<file path="src/hw/rtl/sjq_pkg.sv">
// ----------------------------------------------------------------------------
// sjq_pkg: shared types and constants for the sorted job queue
// Table depth, derived widths, job entry layout, operation and status codes.
// ----------------------------------------------------------------------------
`default_nettype none

package sjq_pkg;

  // Table depth (2 .. 256) and the widths that follow from it
  localparam int DEPTH  = 16;
  localparam int ADDR_W = (DEPTH > 1) ? $clog2(DEPTH) : 1;
  localparam int CNT_W  = $clog2(DEPTH + 1);

  // Output fill field width is fixed by the interface
  localparam int FILL_W = 5;

  // One job entry as held in the table
  typedef struct packed {
    logic [15:0] id;
    logic [15:0] burst;
    logic [15:0] arrival;
    logic [15:0] mem;
  } job_t;

  localparam int JOB_W = $bits(job_t);

  // Operation codes
  typedef enum logic [1:0] {
    FN_INSERT = 2'd0,
    FN_FIT    = 2'd1,
    FN_FIND   = 2'd2,
    FN_REMOVE = 2'd3
  } func_t;

  // Result status codes (code 3 is unused)
  typedef enum logic [1:0] {
    STAT_OK   = 2'd0,
    STAT_NONE = 2'd1,
    STAT_FULL = 2'd2
  } status_t;

endpackage

`default_nettype wire

</file>
<file path="src/hw/rtl/sjq_ram.sv">
// ----------------------------------------------------------------------------
// sjq_ram: generic simple dual-port RAM
// One write port, one read port, registered read data, no reset.
// ----------------------------------------------------------------------------
`default_nettype none

module sjq_ram #(
  parameter int DATA_W    = 64,
  parameter int NUM_WORDS = 16
) (
  input  wire logic                              clk,
  input  wire logic                              we,
  input  wire logic [$clog2(NUM_WORDS)-1:0]      waddr,
  input  wire logic [DATA_W-1:0]                 wdata,
  input  wire logic [$clog2(NUM_WORDS)-1:0]      raddr,
  output      logic [DATA_W-1:0]                 rdata
);

  logic [DATA_W-1:0] mem_r [NUM_WORDS];

  // Write port
  always_ff @(posedge clk) begin
    if (we) begin
      mem_r[waddr] <= wdata;
    end
  end

  // Registered read port
  always_ff @(posedge clk) begin
    rdata <= mem_r[raddr];
  end

endmodule

`default_nettype wire

</file>
<file path="src/hw/rtl/sjq_match.sv">
// ----------------------------------------------------------------------------
// sjq_match: shared compare unit
// Tests one table entry against the current request: key order for insert,
// memory fit for find-first-fitting, id equality for find and remove.
// ----------------------------------------------------------------------------
`default_nettype none

module sjq_match import sjq_pkg::*; (
  input  wire func_t       func,
  input  wire logic        sort_mode,
  input  wire job_t        req,
  input  wire logic [15:0] mem_free,
  input  wire job_t        entry,
  output      logic        hit
);

  logic [15:0] new_key;
  logic [15:0] ent_key;

  // Sort key: burst for shortest job first, arrival time otherwise
  assign new_key = sort_mode ? req.arrival   : req.burst;
  assign ent_key = sort_mode ? entry.arrival : entry.burst;

  always_comb begin
    case (func)
      FN_INSERT:           hit = (new_key < ent_key);  // insert lands before this one
      FN_FIT:              hit = (entry.mem <= mem_free);
      FN_FIND, FN_REMOVE:  hit = (entry.id == req.id);
      default:             hit = 1'b0;
    endcase
  end

endmodule

`default_nettype wire

</file>
<file path="src/hw/rtl/sorted_job_queue_top.sv">
// ----------------------------------------------------------------------------
// sorted_job_queue_top: sorted job table with insert, fit, find and remove
// Keeps up to DEPTH jobs in key order in a RAM, scanned by one compare unit.
// ----------------------------------------------------------------------------
// Usage:
//   in_*  : one operation per transfer (valid/ready). in_ready is high only
//           while the block is idle; it takes one operation at a time.
//   out_* : one result per operation (valid/ready). The result holds in an
//           output register until the receiver takes it; the block stays
//           busy and takes no new operation while the receiver stalls.
//   cfg_* : sort_mode write, always ready; write it only while idle.
// Sequence per operation (operation transfer to result transfer):
//   insert into a full table : result presented directly, no scan
//   find / find fitting      : scan of the held entries (stops at first hit)
//   insert / remove          : scan, then a shift pass that moves entries one
//                              slot up or down (none for a missing id), then the result
//   is presented. The next operation is taken in the cycle after the result
//   transfer. One table read per cycle through the shared compare unit.
// Reset: table empty, sort_mode 0 (by burst). Table contents are not cleared.
// ----------------------------------------------------------------------------
`default_nettype none

module sorted_job_queue_top import sjq_pkg::*; (
  input  wire logic        clk,
  input  wire logic        rst_n,
  // configuration
  input  wire logic        cfg_valid,
  output      logic        cfg_ready,
  input  wire logic        cfg_sort_mode,
  // operations
  input  wire logic        in_valid,
  output      logic        in_ready,
  input  wire logic [1:0]  in_func,
  input  wire logic [15:0] in_job_id,
  input  wire logic [15:0] in_burst,
  input  wire logic [15:0] in_arrival_time,
  input  wire logic [15:0] in_mem_need,
  input  wire logic [15:0] in_mem_free,
  // results
  output      logic        out_valid,
  input  wire logic        out_ready,
  output      logic [1:0]  out_status,
  output      logic [15:0] out_id,
  output      logic [15:0] out_burst,
  output      logic [15:0] out_arrival,
  output      logic [15:0] out_mem,
  output      logic [4:0]  out_fill
);

  typedef enum logic [3:0] {
    ST_IDLE  = 4'b0001,
    ST_SCAN  = 4'b0010,
    ST_SHIFT = 4'b0100,
    ST_DONE  = 4'b1000
  } state_t;

  // Control state
  state_t             state_r,    state_nxt;
  logic [CNT_W-1:0]   count_r,    count_nxt;
  logic [CNT_W-1:0]   ptr_r,      ptr_nxt;
  logic [CNT_W-1:0]   left_r,     left_nxt;
  logic               pend_vld_r, pend_vld_nxt;
  logic [CNT_W-1:0]   pend_idx_r, pend_idx_nxt;
  logic               sort_mode_r;

  // Payload state
  logic [CNT_W-1:0]   pos_r,      pos_nxt;
  func_t              func_r,     func_nxt;
  job_t               req_r,      req_nxt;
  logic [15:0]        mem_free_r, mem_free_nxt;
  job_t               res_r,      res_nxt;
  status_t            status_r,   status_nxt;

  // Table RAM
  logic               ram_we;
  logic [ADDR_W-1:0]  ram_waddr;
  job_t               ram_wdata;
  logic [ADDR_W-1:0]  ram_raddr;
  job_t               ram_rdata;

  logic               match_hit;
  logic               in_fire;
  logic [CNT_W+FILL_W-1:0] fill_ext;

  assign in_fire = in_valid && in_ready;

  sjq_ram #(
    .DATA_W    (JOB_W),
    .NUM_WORDS (DEPTH)
  ) u_table (
    .clk   (clk),
    .we    (ram_we),
    .waddr (ram_waddr),
    .wdata (ram_wdata),
    .raddr (ram_raddr),
    .rdata (ram_rdata)
  );

  sjq_match u_match (
    .func      (func_r),
    .sort_mode (sort_mode_r),
    .req       (req_r),
    .mem_free  (mem_free_r),
    .entry     (ram_rdata),
    .hit       (match_hit)
  );

  // Sequencer
  always_comb begin
    logic             issue;
    logic             hit;
    logic             up;
    logic [CNT_W-1:0] scan_pos;
    logic [CNT_W-1:0] dst;

    state_nxt    = state_r;
    count_nxt    = count_r;
    ptr_nxt      = ptr_r;
    left_nxt     = left_r;
    pend_vld_nxt = pend_vld_r;
    pend_idx_nxt = pend_idx_r;
    pos_nxt      = pos_r;
    func_nxt     = func_r;
    req_nxt      = req_r;
    mem_free_nxt = mem_free_r;
    res_nxt      = res_r;
    status_nxt   = status_r;

    ram_we    = 1'b0;
    ram_wdata = ram_rdata;
    ram_raddr = ptr_r[ADDR_W-1:0];

    issue    = (ptr_r < count_r);
    hit      = pend_vld_r && match_hit;
    up       = (func_r == FN_INSERT);
    scan_pos = hit ? pend_idx_r : count_r;
    dst      = up ? (pend_idx_r + CNT_W'(1)) : (pend_idx_r - CNT_W'(1));
    ram_waddr = dst[ADDR_W-1:0];

    case (state_r)
      ST_IDLE: begin
        if (in_fire) begin
          func_nxt     = func_t'(in_func);
          req_nxt      = '{id: in_job_id, burst: in_burst,
                           arrival: in_arrival_time, mem: in_mem_need};
          mem_free_nxt = in_mem_free;
          if (func_t'(in_func) == FN_INSERT && count_r >= CNT_W'(DEPTH)) begin
            // full table: drop and echo the offered job
            res_nxt    = '{id: in_job_id, burst: in_burst,
                           arrival: in_arrival_time, mem: in_mem_need};
            status_nxt = STAT_FULL;
            state_nxt  = ST_DONE;
          end else begin
            ptr_nxt      = '0;
            pend_vld_nxt = 1'b0;
            state_nxt    = ST_SCAN;
          end
        end
      end

      ST_SCAN: begin
        // read one entry per cycle, compare the one read last cycle
        pend_vld_nxt = issue;
        pend_idx_nxt = ptr_r;
        if (issue) begin
          ptr_nxt = ptr_r + CNT_W'(1);
        end
        if (hit || (!pend_vld_r && !issue)) begin
          pend_vld_nxt = 1'b0;
          case (func_r)
            FN_INSERT: begin
              pos_nxt    = scan_pos;
              ptr_nxt    = count_r - CNT_W'(1);
              left_nxt   = count_r - scan_pos;
              res_nxt    = req_r;
              status_nxt = STAT_OK;
              state_nxt  = ST_SHIFT;
            end
            FN_REMOVE: begin
              if (hit) begin
                res_nxt    = ram_rdata;
                status_nxt = STAT_OK;
                pos_nxt    = pend_idx_r;
                ptr_nxt    = pend_idx_r + CNT_W'(1);
                left_nxt   = count_r - CNT_W'(1) - pend_idx_r;
                state_nxt  = ST_SHIFT;
              end else begin
                res_nxt    = '0;
                status_nxt = STAT_NONE;
                state_nxt  = ST_DONE;
              end
            end
            default: begin
              // find by id, find first fitting
              res_nxt    = hit ? ram_rdata : '0;
              status_nxt = hit ? STAT_OK : STAT_NONE;
              state_nxt  = ST_DONE;
            end
          endcase
        end
      end

      ST_SHIFT: begin
        // write back the entry read last cycle one slot up or down
        if (pend_vld_r) begin
          ram_we = 1'b1;
        end
        if (left_r != '0) begin
          pend_vld_nxt = 1'b1;
          pend_idx_nxt = ptr_r;
          ptr_nxt      = up ? (ptr_r - CNT_W'(1)) : (ptr_r + CNT_W'(1));
          left_nxt     = left_r - CNT_W'(1);
        end else begin
          pend_vld_nxt = 1'b0;
        end
        if (left_r == '0 && !pend_vld_r) begin
          if (up) begin
            ram_we    = 1'b1;
            ram_waddr = pos_r[ADDR_W-1:0];
            ram_wdata = req_r;
            count_nxt = count_r + CNT_W'(1);
          end else begin
            count_nxt = count_r - CNT_W'(1);
          end
          state_nxt = ST_DONE;
        end
      end

      ST_DONE: begin
        if (out_ready) begin
          state_nxt = ST_IDLE;
        end
      end

      default: begin
        state_nxt = ST_IDLE;
      end
    endcase
  end

  // Control registers
  always_ff @(posedge clk) begin
    if (!rst_n) begin
      state_r     <= ST_IDLE;
      count_r     <= '0;
      ptr_r       <= '0;
      left_r      <= '0;
      pend_vld_r  <= 1'b0;
      pend_idx_r  <= '0;
      sort_mode_r <= 1'b0;
    end else begin
      state_r    <= state_nxt;
      count_r    <= count_nxt;
      ptr_r      <= ptr_nxt;
      left_r     <= left_nxt;
      pend_vld_r <= pend_vld_nxt;
      pend_idx_r <= pend_idx_nxt;
      if (cfg_valid && cfg_ready) begin
        sort_mode_r <= cfg_sort_mode;
      end
    end
  end

  // Payload registers
  always_ff @(posedge clk) begin
    pos_r      <= pos_nxt;
    func_r     <= func_nxt;
    req_r      <= req_nxt;
    mem_free_r <= mem_free_nxt;
    res_r      <= res_nxt;
    status_r   <= status_nxt;
  end

  // Ports
  assign cfg_ready   = 1'b1;
  assign in_ready    = (state_r == ST_IDLE);
  assign out_valid   = (state_r == ST_DONE);
  assign out_status  = status_r;
  assign out_id      = res_r.id;
  assign out_burst   = res_r.burst;
  assign out_arrival = res_r.arrival;
  assign out_mem     = res_r.mem;
  assign fill_ext    = {{FILL_W{1'b0}}, count_r};
  assign out_fill    = fill_ext[FILL_W-1:0];

  // Assertions
  a_count_bound: assert property (@(posedge clk) disable iff (!rst_n)
    count_r <= CNT_W'(DEPTH))
    else $error("entry count exceeds table depth");

  a_full_only_when_full: assert property (@(posedge clk) disable iff (!rst_n)
    (out_valid && status_r == STAT_FULL) |-> (count_r == CNT_W'(DEPTH)))
    else $error("full status reported with free slots");

  a_scan_in_range: assert property (@(posedge clk) disable iff (!rst_n)
    (state_r == ST_SCAN && pend_vld_r) |-> (pend_idx_r < count_r))
    else $error("scan compared an entry beyond the held entries");

  a_remove_shrinks: assert property (@(posedge clk) disable iff (!rst_n)
    (state_r == ST_SHIFT && func_r == FN_REMOVE && left_r == '0 && !pend_vld_r)
      |=> (count_r == $past(count_r) - CNT_W'(1)))
    else $error("remove did not decrement the entry count");

endmodule

`default_nettype wire
</file>
<file path="config.mk">
export PLATFORM = sky130hd
export DESIGN_NAME = sorted_job_queue_top
export DESIGN_NICKNAME = d
export VERILOG_FILES = /design/src/hw/rtl/sjq_pkg.sv /design/src/hw/rtl/sjq_ram.sv /design/src/hw/rtl/sjq_match.sv /design/src/hw/rtl/sorted_job_queue_top.sv
export SDC_FILE = /design/constraint.sdc
export NUM_CORES = 1
export LEC_CHECK = 0
export BUFFER_PORTS_ARGS = -buffer_cell sky130_fd_sc_hd__buf_2
export CORE_MARGIN = 4
export CORE_UTILIZATION = 50
export CTS_CLUSTER_DIAMETER = 150
export DETAILED_ROUTE_END_ITERATION = 8
export HOLD_SLACK_MARGIN = 0.1
export PLACE_DENSITY = 0.74
export SKIP_CTS_REPAIR_TIMING = 1
export SYNTH_ARGS = -nofsm -noshare
export SYNTH_HDL_FRONTEND = slang
export SYNTH_SLANG_ARGS = --single-unit
</file>
<file path="constraint.sdc">
create_clock -name clk -period 8.4 [get_ports clk]
set_input_delay 0 -clock clk [delete_from_list [all_inputs] [get_ports clk]]
set_output_delay 0 -clock clk [all_outputs]
set_load 0.05 [all_outputs]
</file>
==> results of run 1 <==
cells in the final DEF (no fill, tap or decap), types with 4 or more instances in the layout:
cell type and n:
a21oi_1 110, nand3_1 11, clkbuf_16 118, edfxtp_1 1176, mux4_2 320, clkbuf_8 10
dfxtp_1 85, nor3_1 12, mux2_2 79, o22ai_1 4, nand4_1 4, clkinvlp_4 12
buf_2 160, nor2_1 114, mux2i_1 27, clkbuf_1 14, o21ai_0 57, buf_12 10
xor2_1 17, bufinv_16 24, clkinv_2 31, a21o_1 10, inv_1 40, o21a_1 4
xnor2_1 20, clkinv_1 8, o21ai_1 34, nor4_1 4, nor2_4 17, dfxtp_4 4
dlygate4sd3_1 156, nand2_1 168, nand2b_1 7, buf_4 32, a32oi_1 5, ha_1 54
critical path, cell delays in order (launching register included):
cell and delay (ns):
dfxtp_2 0.94, mux2_2 0.41, ha_1 0.29, a2111oi_0 0.49, a2111o_1 0.27, o211ai_2 0.30, nand2b_1 0.50, o21ai_1 0.35
ha_1 0.20, inv_1 0.07, fa_1 0.43, a21o_1 0.19, a21oi_1 0.27, and3_1 0.19, a211oi_1 0.05, a21oi_1 0.19
nor2_1 0.06, o22ai_1 0.15, o31a_1 0.16, o21a_1 0.12
state kept, by name, summed over array words and instances (netlist names), 16 cells and up:
name and count:
u_table.mem_r 1024, req_r 64, u_table.rdata 64, mem_free_r 16
out_arrival 16, out_burst 16, out_id 16, out_mem 16
kinds of logic after synthesis:
kind of cell             after synthesis  share of synthesized area (%)
buffers and inverters                180                          1.405
adder cells (fa/ha/maj)               57                          1.445
XOR/XNOR                              37                         0.6429
other                                  1                       0.007440
flip-flops                          1266                          73.64
multiplexers                         426                          16.60
AND/OR/NAND/NOR                      370                          3.178
AO/OA/AOI/OAI                        263                          3.083
metal layers:
metal | up-vias | track usage [%] | part of all wire, % | wire length [um]
li1 | 11200 | - | - | -
met1 | 13920 | 32.36 | 40 | 49090
met2 | 1524 | 35.93 | 48 | 58830
met3 | 225 | 4.266 | 8.8 | 10740
met4 | 2 | 6.570 | 2.9 | 3570
met5 | - | 0 | 0.011 | 14
power breakdown:
group | switching, mW | internal (mW)
combinational | 0.214 | 0.146
sequential | 0.0392 | 6.86
clock | 2.35 | 3.42
total | 2.61 | 10.4
worst paths after layout:
kind / end / slack (ns) / cells after the start
worst max register to register: left_r[4]$_SDFFE_PN0P_ / 2.68 / 19
worst min-delay path: req_r[59]$_DFFE_PP_ / 0.09 / 2
worst max-delay path: left_r[4]$_SDFFE_PN0P_ / 2.68 / 19
worst min register to register: left_r[4]$_SDFFE_PN0P_ / 0.52 / 1
layout make-up:
class                           count  area share (%)
Clock inverter                     82           1.883
Antenna cell                        1        0.004261
Sequential cell                  1266           63.23
Tap cell                         1298           2.766
Inverter                           43          0.2834
Clock buffer                      142           5.352
Multi-Input combinational cell   1154           21.71
Timing Repair Buffer              358           4.773
stage by stage:
| step | power, mW | utilization, % | instances |
|---|---|---|---|
| after floorplan | 7.202 | - | 2600 |
| after global placement | 7.316 | 52.91 | 3963 |
| after detailed placement | 7.324 | 52.91 | 3963 |
| after CTS | 13.04 | 57.16 | 4187 |
| after global routing | 13.42 | 58.72 | 4343 |
| final | 13.03 | 58.72 | 4344 |
==> results.toml, run 1 <==
[status]
outcome = "finished clean"

[grt]
track_usage_pct = 22.58
grt_pass1_vias = 26810
antenna_found_initial = 1
gr-total-overflow = 0
grt_max_degree = 144
grt_pass1_wl_um = 178300

[routing]
vias_per_cell = 6.187
drtAntennaViolNets = 0
drt_first_pass_iters = 8
wl_per_cell_um = 28.14
via_count = 26880
wirelength_um = 122200
first_iter_violations = 3536
drc = 0

[timing]
tightest_slew_ns = 1.212
hold_ws_ns = 0.09125
rsz0062_at_grt = "false"
slew_headroom_pct = 19.00
slew_violations = 0
setup_violations = 0
setup_tns_ns = 0
setup_slack_ns = 2.684
fin_skew_ns = 0.05168
fmax_mhz = 175.0
report.final.hold_viol_count = 0
min_period_ns = 5.716
period_share_pct = 68.04

[worst_setup_path]
worstSetupPathType = "reg -> reg"
critical_path.max_fanout = 33
arrival_ns = 6.34
r2r_start = "sort_mode_r$_SDFFE_PN0P_"
required_ns = 9.03
critPathLaunchType = "flop"
end_kind = "flop"
cp-startpoint = "sort_mode_r$_SDFFE_PN0P_"

[worst_hold_path]
hold_class = "in -> reg"
hold_start = "in_job_id[11]"

[layout]
area_delta_synth_final_pct = 16.51
fin_nets = 3086
nFillCells = 6994
regArea_um2 = 37130
multiInputGateArea_um2 = 12750
drive_above_1_share_pct = 27.78
fin_area_um2 = 58730

[synthesis]
avgSynthCellArea_um2 = 19.39
synthTopCellsByArea = "edfxtp_1 70%, mux4_2 14%, dfxtp_1 3.6%, mux2_2 1.8%, ha_1 1.4%"
synth_edf_count = 1176
yosysUniqueCellTypes = 78
synthArstFlopShare_pct = 0
syn-instance-count = 2600
ys_warn_count = 0
netlist.top_cell.by_area = "edfxtp_1"
syn_nets = 2745
synth_common_cells = "1176 x edfxtp_1, 320 x mux4_2, 169 x nand2_1"
synth_ff_type = "edfxtp_1"
syn_area_um2 = 50400
seq_area_frac_synth_pct = 73.64
synth_most_common_cell = "edfxtp_1"
synth_top_area_share_pct = 70.06
ys_seq_elements = 1266

[cts]
tritoncts = "done"
cts_buffers = 118
cts.path.max_buffers = 3
cts_sinks = 1266
cts-root-buf = "clkbuf_16"
htreeDepth = 3
clk_latency_ns = 0.70
clkSlewWorstSetupHoldPaths_ns = 0.06

[floorplan]
initial_core_util_pct = 50.40
io_pins = 162
num_rows = 116
die_h_um = 325.5
coreArea_um2 = 100000
fp.dieW_um = 325.5
die_area_um2 = 105900

[power_and_ir_drop]
power_density_nw_per_um2 = 221.9
p_leak_nw = 18.89
ir_drop_v = 0.0001965

[place]
io_buffers = 160
placed_cell_area_um2 = 52910
dp_slack_ns = 2.825
hpwl_um = 65810
routabilityCongestion = 0.9061

[flow_run]
max_cap_violations = 0
Note: power is estimated with default switching activity, not from simulation.
==> run 2: changes to the inputs <==
PLACE_DENSITY = 0.77   (was 0.74)
clock period = 4.6 ns   (was 8.4 ns; I/O delays follow)
==> results.toml, run 2 (same netlist as run 1, synthesis figures left out) <==
[cts]
clk_latency_ns = 0.71
clkSlewWorstSetupHoldPaths_ns = 0.06
tritoncts = "done"
cts_buffers = 118
cts_sinks = 1266
cts.path.max_buffers = 3
htreeDepth = 3
cts-root-buf = "clkbuf_16"

[routing]
first_iter_violations = 3515
wl_per_cell_um = 28.71
wirelength_um = 125700
drc = 0
via_count = 27100
vias_per_cell = 6.188
drt_first_pass_iters = 5
drtAntennaViolNets = 0

[worst_setup_path]
critPathMaxStageDelay_ns = 0.39
worstSetupPathType = "reg -> reg"
critPathSlowestCell = "dfxtp_4"
rrSetupSlack_ns = 0.19
arrival_ns = 5.06
required_ns = 5.24
path_cells = "buf_12 > mux2_2 > ha_1 > a21o_1 > a21o_1 > a221o_1 > nand2_1 > o211ai_4 > nand2b_4 > buf_4 > nor2_1 > a21oi_2 > fa_2 > a21o_1 > a21oi_2 > and3_1 > a211oi_2 > a21oi_1 > nor2_1 > o22ai_1 > o31a_1 > o21a_1"
critical_path.max_fanout = 13
cp_common_cell = "a21o_1"
critPathLaunchType = "flop"
end_kind = "flop"

[layout]
final_cell_mix = "1176 x edfxtp_1, 320 x mux4_2, 167 x nand2_1, 160 x buf_2, 158 x dlygate4sd3_1"
regMostFlops = "u_table.mem_r"
area_delta_synth_final_pct = 17.02
largest_reg_flops = 1024
drive_above_1_share_pct = 28.06
fin_nets = 3121
reg_top3 = "u_table.mem_r x1024, req_r x64, u_table.rdata x64"
mostFrequentLayoutCell = "edfxtp_1"
nFillCells = 6922

[timing]
rsz0062_at_grt = "false"
setup_violations = 0
fin_skew_ns = 0.02584
report.final.hold_viol_count = 0
setup_tns_ns = 0
slew_headroom_pct = 27.05
period_share_pct = 95.95
fmax_mhz = 226.6
min_period_ns = 4.414
slew_violations = 0
tightest_slew_ns = 1.094

[power_and_ir_drop]
p_leak_nw = 19.03
ir_drop_v = 0.0003707
power_density_nw_per_um2 = 397.1
finalPower_mw = 23.42

[grt]
antenna_found_initial = 6
gr-total-overflow = 0
use_met3_pct = 5.180
track_usage_pct = 23.09
use_met2_pct = 37.38
grt_pass1_wl_um = 180100
met1_usage_pct = 31.87
grt_max_degree = 96
grt_pass1_vias = 26770
grt_busiest_layer = "met2"

[floorplan]
initial_core_util_pct = 50.40
coreArea_um2 = 100000
io_pins = 162
fp.dieW_um = 325.5
num_rows = 116
die_area_um2 = 105900
die_h_um = 325.5

[flow_run]
max_cap_violations = 0

[place]
io_buffers = 160
routabilityCongestion = 0.8860
hpwl_um = 66440

[worst_hold_path]
hold_class = "in -> reg"

[status]
outcome = "finished clean"
-- run 2: critical path, delay by kind of cell (launching register included) --
kind | cells | cell delay, ns
mux | 1 | 0.34
fa+ha+maj | 2 | 0.66
buf+inv | 2 | 0.34
simple gates | 5 | 0.72
flops | 1 | 0.39
compound gates | 12 | 1.88
-- run 2: path summary, 6_finish.rpt --
check | startpoint | end | depth (start not counted)
worst max-delay path | sort_mode_r$_SDFFE_PN0P_ | left_r[4]$_SDFFE_PN0P_ | 22
worst min-delay path | in_job_id[10] | req_r[58]$_DFFE_PP_ | 2
worst max register to register | sort_mode_r$_SDFFE_PN0P_ | left_r[4]$_SDFFE_PN0P_ | 22
worst min register to register | left_r[4]$_SDFFE_PN0P_ | left_r[4]$_SDFFE_PN0P_ | 1
-- run 2: layout make-up --
class	instances	area, um^2	area share [%]
Sequential cell	1266	37130	62.96
Tap cell	1298	1624	2.754
Antenna cell	2	5.005	0.008486
Timing Repair Buffer	393	3219	5.458
Clock inverter	67	819.5	1.390
Clock buffer	156	3218	5.456
Inverter	43	167.7	0.2843
Multi-Input combinational cell	1154	12790	21.69
-- run 2: layer usage --
metal	up-vias	share of wire (%)
li1	11240	-
met2	1578	50
met5	-	0.010
met1	14070	38
met3	208	9.8
met4	2	2.5
-- run 2: where the power goes --
group / leakage [nW] / switching (mW) / total [mW] / internal (mW)
Combinational: 5.68 / 0.413 / 0.692 / 0.279
Sequential: 11.4 / 0.0620 / 12.6 / 12.5
Clock: 1.98 / 4.26 / 10.1 / 5.89
-- run 2: stage by stage --
step                      hold WS [ns]  instances  area, um^2  util [%]  setup slack (ns)
after floorplan                0.09887       2600       50430         -           -0.5766
after global placement          0.1810       3995       53290     53.29          -0.04669
after detailed placement        0.1781       3995       53290     53.29           -0.1260
after CTS                      -0.5544       4218       57330     57.33           -0.2397
after global routing            0.1094       4377       58980     58.97           0.01968
final                           0.1143       4379       58980     58.98            0.1863
